==> src/design/sice_pkg.sv <==
package sice_pkg;

  // Sizes of the module chain.
  localparam int MAX_MODULES     = 8;
  localparam int BITS_PER_MODULE = 8;
  localparam int MOD_W           = $clog2(MAX_MODULES);
  localparam int BIT_W           = $clog2(BITS_PER_MODULE);
  localparam int PIN_W           = 6;
  localparam int COUNT_W         = 4;
  localparam int QUEUE_DEPTH     = 2;

  localparam logic [COUNT_W-1:0] COUNT_RESET = COUNT_W'(1);

  // Operation codes of an input item.
  localparam logic [1:0] OP_SAMPLE    = 2'd0;
  localparam logic [1:0] OP_PRIME     = 2'd1;
  localparam logic [1:0] OP_RETRIGGER = 2'd2;

  typedef struct packed {
    logic [1:0] operation;
    logic [2:0] module_index;
    logic [7:0] sample_byte;
  } in_item_t;

  typedef struct packed {
    logic [PIN_W-1:0] input_number;
    logic             is_press;
    logic             last_of_run;
  } out_item_t;

  // Work that the front hands to the back.
  typedef enum logic [1:0] {
    CMD_SAMPLE,
    CMD_PRIME,
    CMD_RETRIGGER
  } cmd_kind_t;

  typedef struct packed {
    cmd_kind_t                  kind;
    logic [MOD_W-1:0]           module_index;
    logic [BITS_PER_MODULE-1:0] sample_byte;
    logic [MOD_W-1:0]           last_module;
  } cmd_t;

  typedef enum logic [1:0] {
    ST_IDLE,
    ST_WALK,
    ST_FLUSH
  } back_state_t;

endpackage

==> src/design/sice_front.sv <==
module sice_front (
  input  logic                     clk,
  input  logic                     rst_n,
  input  logic                     in_valid,
  output logic                     in_ready,
  input  sice_pkg::in_item_t       in_data,
  input  logic [sice_pkg::COUNT_W-1:0] module_count,
  output logic                     cmd_valid,
  input  logic                     cmd_ready,
  output sice_pkg::cmd_t           cmd_data
);
  import sice_pkg::*;

  logic [MOD_W-1:0] last_module;
  logic             index_ok;
  logic             keep;
  cmd_t             push_cmd;

  // Highest module in use, with the count clamped to the chain length.
  always_comb begin
    priority if (module_count == '0) begin
      last_module = '0;
    end else if (module_count > COUNT_W'(MAX_MODULES)) begin
      last_module = MOD_W'(MAX_MODULES - 1);
    end else begin
      last_module = MOD_W'(module_count - COUNT_W'(1));
    end
  end

  assign index_ok = ({1'b0, in_data.module_index} < 4'(MAX_MODULES)) &&
                    (MOD_W'(in_data.module_index) <= last_module);

  // Classify the item; ignored items are taken and dropped here.
  always_comb begin
    push_cmd.module_index = MOD_W'(in_data.module_index);
    push_cmd.sample_byte  = in_data.sample_byte;
    push_cmd.last_module  = last_module;
    push_cmd.kind         = CMD_SAMPLE;
    keep                  = 1'b0;
    unique case (in_data.operation)
      OP_SAMPLE: begin
        push_cmd.kind = CMD_SAMPLE;
        keep          = index_ok;
      end
      OP_PRIME: begin
        push_cmd.kind = CMD_PRIME;
        keep          = index_ok;
      end
      OP_RETRIGGER: begin
        push_cmd.kind = CMD_RETRIGGER;
        keep          = 1'b1;
      end
      default: begin
        keep = 1'b0;
      end
    endcase
  end

  sice_queue u_queue (
    .clk       (clk),
    .rst_n     (rst_n),
    .push_valid(in_valid && keep),
    .push_ready(in_ready),
    .push_data (push_cmd),
    .pop_valid (cmd_valid),
    .pop_ready (cmd_ready),
    .pop_data  (cmd_data)
  );

endmodule

==> src/design/sice_queue.sv <==
module sice_queue (
  input  logic           clk,
  input  logic           rst_n,
  input  logic           push_valid,
  output logic           push_ready,
  input  sice_pkg::cmd_t push_data,
  output logic           pop_valid,
  input  logic           pop_ready,
  output sice_pkg::cmd_t pop_data
);
  import sice_pkg::*;

  localparam int PTR_W = (QUEUE_DEPTH > 1) ? $clog2(QUEUE_DEPTH) : 1;
  localparam int CNT_W = $clog2(QUEUE_DEPTH + 1);

  cmd_t             entries_r [QUEUE_DEPTH];
  logic [PTR_W-1:0] wr_ptr_r, wr_ptr_nxt;
  logic [PTR_W-1:0] rd_ptr_r, rd_ptr_nxt;
  logic [CNT_W-1:0] count_r, count_nxt;
  logic             do_push, do_pop;

  assign push_ready = (count_r != CNT_W'(QUEUE_DEPTH));
  assign pop_valid  = (count_r != '0);
  assign pop_data   = entries_r[rd_ptr_r];
  assign do_push    = push_valid && push_ready;
  assign do_pop     = pop_valid && pop_ready;

  // Pointer and fill count updates.
  always_comb begin
    wr_ptr_nxt = wr_ptr_r;
    rd_ptr_nxt = rd_ptr_r;
    count_nxt  = count_r;
    if (do_push) begin
      wr_ptr_nxt = (wr_ptr_r == PTR_W'(QUEUE_DEPTH - 1)) ? '0 : wr_ptr_r + PTR_W'(1);
    end
    if (do_pop) begin
      rd_ptr_nxt = (rd_ptr_r == PTR_W'(QUEUE_DEPTH - 1)) ? '0 : rd_ptr_r + PTR_W'(1);
    end
    if (do_push && !do_pop) begin
      count_nxt = count_r + CNT_W'(1);
    end else if (do_pop && !do_push) begin
      count_nxt = count_r - CNT_W'(1);
    end
  end

  always_ff @(posedge clk) begin
    if (!rst_n) begin
      wr_ptr_r <= '0;
      rd_ptr_r <= '0;
      count_r  <= '0;
    end else begin
      wr_ptr_r <= wr_ptr_nxt;
      rd_ptr_r <= rd_ptr_nxt;
      count_r  <= count_nxt;
    end
  end

  // Entry storage needs no reset.
  always_ff @(posedge clk) begin
    if (do_push) begin
      entries_r[wr_ptr_r] <= push_data;
    end
  end

endmodule

==> src/design/sice_back.sv <==
module sice_back (
  input  logic                clk,
  input  logic                rst_n,
  input  logic                cmd_valid,
  output logic                cmd_ready,
  input  sice_pkg::cmd_t      cmd_data,
  output logic                out_valid,
  input  logic                out_ready,
  output sice_pkg::out_item_t out_data
);
  import sice_pkg::*;

  back_state_t                state_r, state_nxt;
  logic [BITS_PER_MODULE-1:0] levels_r [MAX_MODULES];
  logic [BIT_W-1:0]           bit_r;
  logic [MOD_W-1:0]           mod_r;
  logic                       pass_r;
  logic                       retrig_r;
  logic [MOD_W-1:0]           last_mod_r;
  logic [BITS_PER_MODULE-1:0] diff_r;
  logic [BITS_PER_MODULE-1:0] byte_r;
  logic                       hold_valid_r;
  logic [PIN_W-1:0]           hold_pin_r;
  logic                       hold_press_r;
  logic                       out_valid_r;
  out_item_t                  out_r;

  logic [BITS_PER_MODULE-1:0] cur_levels;
  logic                       hit;
  logic                       hit_press;
  logic                       walk_end;
  logic                       can_push;
  logic                       advance;
  logic                       push;
  logic                       push_last;
  logic                       take;

  // Candidate event at the current walk position.
  always_comb begin
    cur_levels = levels_r[mod_r];
    if (retrig_r) begin
      hit       = pass_r ? ~cur_levels[bit_r] : cur_levels[bit_r];
      hit_press = pass_r;
      walk_end  = pass_r && (mod_r == last_mod_r) && (bit_r == BIT_W'(BITS_PER_MODULE - 1));
    end else begin
      hit       = diff_r[bit_r];
      hit_press = ~byte_r[bit_r];
      walk_end  = (bit_r == BIT_W'(BITS_PER_MODULE - 1));
    end
  end

  assign can_push = !out_valid_r || out_ready;

  // Next state.
  always_comb begin
    state_nxt = state_r;
    unique case (state_r)
      ST_IDLE: begin
        if (cmd_valid && cmd_data.kind != CMD_PRIME) begin
          state_nxt = ST_WALK;
        end
      end
      ST_WALK: begin
        if (advance && walk_end) begin
          state_nxt = ST_FLUSH;
        end
      end
      ST_FLUSH: begin
        if (!hold_valid_r || can_push) begin
          state_nxt = ST_IDLE;
        end
      end
      default: begin
        state_nxt = ST_IDLE;
      end
    endcase
  end

  // Control outputs of the sequencer. An event waits in the hold register
  // until the next one shows up, so the final one can be flagged.
  always_comb begin
    take      = 1'b0;
    advance   = 1'b0;
    push      = 1'b0;
    push_last = 1'b0;
    unique case (state_r)
      ST_IDLE: begin
        take = cmd_valid;
      end
      ST_WALK: begin
        advance = !(hit && hold_valid_r && !can_push);
        push    = advance && hit && hold_valid_r;
      end
      ST_FLUSH: begin
        push      = hold_valid_r && can_push;
        push_last = 1'b1;
      end
      default: begin
        take = 1'b0;
      end
    endcase
  end

  assign cmd_ready = take;
  assign out_valid = out_valid_r;
  assign out_data  = out_r;

  always_ff @(posedge clk) begin
    if (!rst_n) begin
      state_r      <= ST_IDLE;
      hold_valid_r <= 1'b0;
      out_valid_r  <= 1'b0;
      for (int i = 0; i < MAX_MODULES; i++) begin
        levels_r[i] <= '0;
      end
    end else begin
      state_r <= state_nxt;
      // Stored levels change when a sample or prime is taken.
      if (take && cmd_data.kind != CMD_RETRIGGER) begin
        levels_r[cmd_data.module_index] <= cmd_data.sample_byte;
      end
      // Hold register.
      if (advance && hit) begin
        hold_valid_r <= 1'b1;
      end else if (state_r == ST_FLUSH && push) begin
        hold_valid_r <= 1'b0;
      end
      // Output register.
      if (push) begin
        out_valid_r <= 1'b1;
      end else if (out_ready) begin
        out_valid_r <= 1'b0;
      end
    end
  end

  // Walk position and payload registers.
  always_ff @(posedge clk) begin
    if (take) begin
      retrig_r   <= (cmd_data.kind == CMD_RETRIGGER);
      mod_r      <= (cmd_data.kind == CMD_RETRIGGER) ? '0 : cmd_data.module_index;
      bit_r      <= '0;
      pass_r     <= 1'b0;
      last_mod_r <= cmd_data.last_module;
      diff_r     <= levels_r[cmd_data.module_index] ^ cmd_data.sample_byte;
      byte_r     <= cmd_data.sample_byte;
    end else if (advance) begin
      bit_r <= bit_r + BIT_W'(1);
      if (retrig_r && bit_r == BIT_W'(BITS_PER_MODULE - 1)) begin
        if (mod_r == last_mod_r) begin
          mod_r  <= '0;
          pass_r <= 1'b1;
        end else begin
          mod_r <= mod_r + MOD_W'(1);
        end
      end
    end
    if (advance && hit) begin
      hold_pin_r   <= PIN_W'({mod_r, bit_r});
      hold_press_r <= hit_press;
    end
    if (push) begin
      out_r.input_number <= hold_pin_r;
      out_r.is_press     <= hold_press_r;
      out_r.last_of_run  <= push_last;
    end
  end

endmodule

==> src/design/shift_input_change_events.sv <==
// Sample: taken in idle, the walk covers the 8 bits of its module; a flush state sends any
// held event as last of the run before the back end returns to idle for the next command.
// Retrigger: the walk covers each module in use in two passes (releases, then presses).
// Prime is taken without a walk; ignored items cost only the input transfer.
// The back end walks a bit per cycle unless the output stalls; a two-entry queue is ahead.
// Synchronous reset (rst_n low) clears levels, queue and outputs and sets the count to one.
module shift_input_change_events (
  input  logic                         clk,
  input  logic                         rst_n,
  input  logic                         in_valid,
  output logic                         in_ready,
  input  sice_pkg::in_item_t           in_data,
  output logic                         out_valid,
  input  logic                         out_ready,
  output sice_pkg::out_item_t          out_data,
  input  logic                         cfg_we,
  input  logic [sice_pkg::COUNT_W-1:0] cfg_wdata
);
  import sice_pkg::*;

  logic [COUNT_W-1:0] module_count_r;
  logic               cmd_valid;
  logic               cmd_ready;
  cmd_t               cmd_data;

  // Module count register.
  always_ff @(posedge clk) begin
    if (!rst_n) begin
      module_count_r <= COUNT_RESET;
    end else if (cfg_we) begin
      module_count_r <= cfg_wdata;
    end
  end

  sice_front u_front (
    .clk         (clk),
    .rst_n       (rst_n),
    .in_valid    (in_valid),
    .in_ready    (in_ready),
    .in_data     (in_data),
    .module_count(module_count_r),
    .cmd_valid   (cmd_valid),
    .cmd_ready   (cmd_ready),
    .cmd_data    (cmd_data)
  );

  sice_back u_back (
    .clk      (clk),
    .rst_n    (rst_n),
    .cmd_valid(cmd_valid),
    .cmd_ready(cmd_ready),
    .cmd_data (cmd_data),
    .out_valid(out_valid),
    .out_ready(out_ready),
    .out_data (out_data)
  );

endmodule

==> config.mk <==
export PLATFORM = sky130hd
export DESIGN_NAME = shift_input_change_events
export DESIGN_NICKNAME = d
export VERILOG_FILES = /design/src/design/sice_pkg.sv /design/src/design/sice_front.sv /design/src/design/sice_queue.sv /design/src/design/sice_back.sv /design/src/design/shift_input_change_events.sv
export SDC_FILE = /design/constraint.sdc
export NUM_CORES = 1
export LEC_CHECK = 0
export BUFFER_PORTS_ARGS = -buffer_cell sky130_fd_sc_hd__buf_2
export CAP_MARGIN = 20
export CELL_PAD_IN_SITES_DETAIL_PLACEMENT = 1
export CELL_PAD_IN_SITES_GLOBAL_PLACEMENT = 1
export CORE_ASPECT_RATIO = 1.1
export CORE_MARGIN = 2
export CORE_UTILIZATION = 48
export CTS_CLUSTER_SIZE = 28
export DETAILED_ROUTE_END_ITERATION = 7
export PLACE_DENSITY_LB_ADDON = 0.2
export SETUP_SLACK_MARGIN = 0.2
export SYNTH_ARGS = -nofsm -noshare
export SYNTH_HDL_FRONTEND = slang
export SYNTH_HIERARCHICAL = 1
export SYNTH_SLANG_ARGS = --single-unit
==> constraint.sdc <==
create_clock -name clk -period 3.94 [get_ports clk]
set_input_delay 0.394 -clock clk [delete_from_list [all_inputs] [get_ports clk]]
set_output_delay 0.394 -clock clk [all_outputs]
set_load 0.01 [all_outputs]
Word level (Yosys, flattened, before mapping)
Memories as Yosys holds them, arrays and structs flattened. A register that Yosys moved wholly into a read port is not among the register bits.
Index checks and enable logic that the tools add are counted.

word-level totals
  bits in registers = 54
  RAM bits = 96
  input bits = 22
  output and inout bits = 10
  logic and storage cells = 134
  memories = 2

memories
  memory                     depth  width  rd ports  clocked after Yosys merged registers in  write ports  line              text
  u_back.levels_r            8      8      2         1                                        8            sice_back.sv:14   logic [BITS_PER_MODULE-1:0] levels_r [MAX_MODULES];
  u_front.u_queue.entries_r  2      16     1         1                                        1            sice_queue.sv:16  cmd_t entries_r [QUEUE_DEPTH];

operators by class
  $add $sub $neg = 7
  order comparisons = 3
  equal/unequal tests = 13
  muxes and demuxes = 47
  bitwise operators = 3
  reduce and logical (&&, ||, !) cells = 40

operators by type and width
  operator                                                               number
  3-bit two-way mux                                                      9
  1-bit two-way mux                                                      25
  1-bit logical AND                                                      18
  2-bit nonzero test                                                     6
  2-bit two-way mux                                                      5
  1-bit binary-select mux with 3-bit select                              3
  8-bit two-way mux                                                      1
  2-bit by 1-bit != test with 1-bit output, second input constant        4
  8-bit OR reduction                                                     1
  8-bit bitwise XOR                                                      1
  3-bit by 1-bit adder with 3-bit output, second input constant          2
  2-bit equality test, second input constant                             3
  1-bit logical NOT                                                      6
  2-bit one-hot mux with 3 select lines                                  1
  3-bit AND reduction                                                    2
  2-bit by 1-bit equality test with 1-bit output, second input constant  2
  4-bit > comparator, second input constant                              1
  2-bit logical NOT                                                      2
  4-bit logical NOT                                                      1
  3-bit by 4-bit < comparator with 1-bit output, second input constant   1
  2-bit != test, second input constant                                   2
  1-bit one-hot mux with 2 select lines                                  2
  2-bit one-hot mux with 2 select lines                                  1
  3-bit equality test                                                    1
  other kinds (10)                                                       13

Logic depth before layout (Yosys ltp)
  word-level depth = 14
  gate-level depth with buffers = 14

Cells and area by module
The synthesis kept the hierarchy.

by module, submodules not included
  module                     instances  cells an instance  area each (µm²)  sequential area each (µm²)
  sice_back                  1          404                5,590.4          3,283.1
  sice_queue                 1          74                 1,393.8          1,061.0
  sice_front                 1          25                 162.7            0.0
  shift_input_change_events  1          13                 147.6            80.1

Worst setup path after synthesis
No wires, ideal clock.

  kind = reg-to-reg
  from = register u_back.state_r[0]
  to = memory u_back.levels_r[5][0] (enable)
  setup time = 0.384 ns
  arrival = 2.639 ns
  required time = 3.556 ns
  slack = 0.917 ns
  stages on the path, launching flop included = 8
  buffers on the path = 1
  clock period less this slack = 3.023 ns
  cells stage by stage = dfxtp_1 > inv_1 > ha_1 > and2_1 > clkbuf_1 > nor2b_1 > nand3_1 > o21ai_0

RTL lines
  item                    line              text
  from (decl)             sice_back.sv:13   back_state_t state_r, state_nxt;
  from (signal assigned)  sice_back.sv:117  state_r <= state_nxt;
  to (decl)               sice_back.sv:14

==> metrics <==
fin crit period 3.466 ns; Slew headroom 49.49%; # clock sinks 154; clock-pin slew on the worst setup and hold paths 0.06 ns; final net count 593; placed cells 737; Core Footprint 0.01494 mm2; VDD IR max 0.0003121 V; final non-filler cell total 767; Rows 47; Achievable Freq 0.2885 GHz; GR Util All Layers 21.66%; share of layout cells above drive strength 1 22.07%; drt total wl 16320 um; CP arrival 3.53 ns; initial drt markers 231; clock skew 0.005449 ns; R2R setup slack 0.47 ns; Final Hold Viols 0; dominant synthesized flop cell edfxtp_1; H-tree depth 4; Worst Max-Slew Pin Slew 0.7577 ns; Final Max Slew Viols 0; r2r worst-path depth 7; total of max-cap violations 0; gpl congestion 0.8612; area leader, netlist edfxtp_1; cts repair resizes 0; post-place instance area 0.007709 mm2; die area 0.01620 mm2; Setup crit end kind register; CTS Buffer Depth 2; ANT nets after route 0; Hold Crit Class in2reg; Worst R2R End u_back/hold_pin_r[2]; initial antenna violation count 0; mapped cell area 0.007294 mm2; Syn-to-layout area delta 13.09%; total number of vias 4369; #FFs+latches synth 154; status finished clean; RSZ-0062 raised after global routing false; final period utilization 87.97%; leakage 0.003034 uW; WL/cell 21.28 um; Worst EP required 4.00 ns; hold path startpoint in_data[4]; Die W 121.5 um; Die H 133.3 um; Setup TNS 0 ns; hold-fix buffers at CTS 0; EDFF count, synth 134; cell count after synthesis 516; IO Pins 32; vias in the first global route 4700; pwr/cell area 696.4 mW/mm2; Finished Cell Area 0.008249 mm2; CP startpoint kind register; Hold Path End u_front/u_queue/entries_r[1][7]; CP Max Fanout 16; setup repair bufs after CTS 0; port bufs 31; HPWL after detailed placement 11920 um; grt ovf 0; Num CTS Buffers 17; asr flop ratio synth 0%; vias per cell 5.696; hold path depth 1; setup violators final 0; CP Class reg2reg; drt drc 0; Yosys warning count 6; Avg Inst Size Synth 14.14 um2; largest net degree at the start of global routing 28; Pre-Repair DR Iteration Count 6; Area contributors post-synth edfxtp_1 55%, mux4_2 6.2%, and2_1 6.1%; Total Power 5745 uW; Initial Util 48.84%; Synth top area share 55.16%; CTS tree done; Skew-Pair Late Insertion Delay 0.43 ns; global-route wire length before repair 25730 um; diode count 0; Cell variety after synth 56; syn nets 549; hold slack 0.1546 ns; Root Driver clkbuf_16; Seq/Total Area, Yosys 60.65%
## critical path: stages (launching register included)
cell       delay [ns]
dfxtp_1          0.43
buf_4            0.31
mux4_2           0.53
mux4_2           0.48
mux2_2           0.33
o2111ai_2        0.25
and2_1           0.25
nor3b_2          0.52
## cells in the mapped netlist (2+ instances only)
master    number
nand2b_1       7
ha_1          11
nor3_1         3
o22ai_1        2
or3_1          2
a221oi_1       4
dfxtp_1       20
buf_2          3
o21a_1         3
mux2_4         3
nor2b_1       11
nand3b_1       4
a21oi_1       13
a22oi_1        4
mux4_4         2
nor2_1        21
nand3_1        7
nand2b_4       2
mux4_2        20
xnor2_1       12
a31oi_1        7
inv_1         17
a22o_1         4
buf_1          3
nand2_1       19
mux2i_1       30
xor2_1         4
o21ai_1        2
mux2_2        19
o21ai_0       14
or2_2          2
and2_1        71
buf_6          2
edfxtp_1     134
clkbuf_1      12
a21o_1         2
## sequential cells by signal, indices dropped and copies added, names as in the netlist, 3 cells and up, named ones only
signal,count
u_back/out_data,8
u_back/hold_pin_r,6
u_back/bit_r,3
module_count_r,4
u_front/u_queue/entries_r,32
u_back/last_mod_r,3
u_back/byte_r,8
u_back/mod_r,3
u_back/diff_r,8
u_back/levels_r,64
## final cells by class
class                           count  area, um2
Inverter                           17      63.81
Multi-Input combinational cell    324       2708
Sequential cell                   154       4424
Fill cell                        1472       6688
Clock buffer                       20      436.7
Timing Repair Buffer               46      267.8
Tap cell                          196      245.2
Clock inverter                     10      103.9
## per-stage QoR
step                      setup slack (ns)  util [%]
after global routing                0.3116     55.23
after floorplan                     0.9171         -
after global placement              0.5683     51.61
after CTS                           0.4720     55.23
after detailed placement            0.4930     51.61
final                               0.4742     55.23
## worst max-delay path by stage
| stage | depth (start not counted) | start | endpoint |
|---|---|---|---|
| after floorplan | 7 | u_back/state_r[0] | u_back/levels_r[5][0] |
| after global placement | 7 | register | u_back/hold_pin_r[1] |
| after detailed placement | 7 | register | u_back/hold_pin_r[0] |
| after CTS | 7 | register | u_back/hold_pin_r[2] |
| after global routing | 7 | register | u_back/hold_pin_r[0] |
| final | 7 | register | u_back/hold_pin_r[2] |
## per-layer routing
layer,global-route usage [%],share of wire [%]
met1,27.25,43
met2,37.39,52
met3,4.110,2.8
met4,7.663,1.8
met5,0,0
## power breakdown
part | internal (uW) | switching, uW
combinational | 827 | 987
sequential | 2180 | 231
clock | 913 | 607
## cell families after synthesis
kind of cell	share of synthesized area (%)
AND/OR/NAND/NOR	12.02
flip-flops	60.65
multiplexers	14.53
AO/OA/AOI/OAI	6.758
buffers and inverters	2.230
XOR/XNOR	1.921
adder cells (fa/ha/maj)	1.887
## placed cells by master, fill, tap and decap left out, types with 7 or more instances in the layout
| cell type | n |
|---|---|
| nand3_1 | 7 |
| mux2i_1 | 30 |
| mux2_2 | 19 |
| clkbuf_16 | 17 |
| and2_1 | 71 |
| a31oi_1 | 7 |
| mux4_2 | 20 |
| edfxtp_1 | 134 |
| inv_1 | 17 |
| nand2_1 | 19 |
| ha_1 | 11 |
| nor2b_1 | 11 |
| xnor2_1 | 12 |
| buf_2 | 31 |
| buf_4 | 15 |
| a21oi_1 | 13 |
| dfxtp_1 | 20 |
| nand2b_1 | 7 |
| o21ai_0 | 14 |
| nor2_1 | 21 |
No activity file was read; power rests on OpenSTA's default activity.
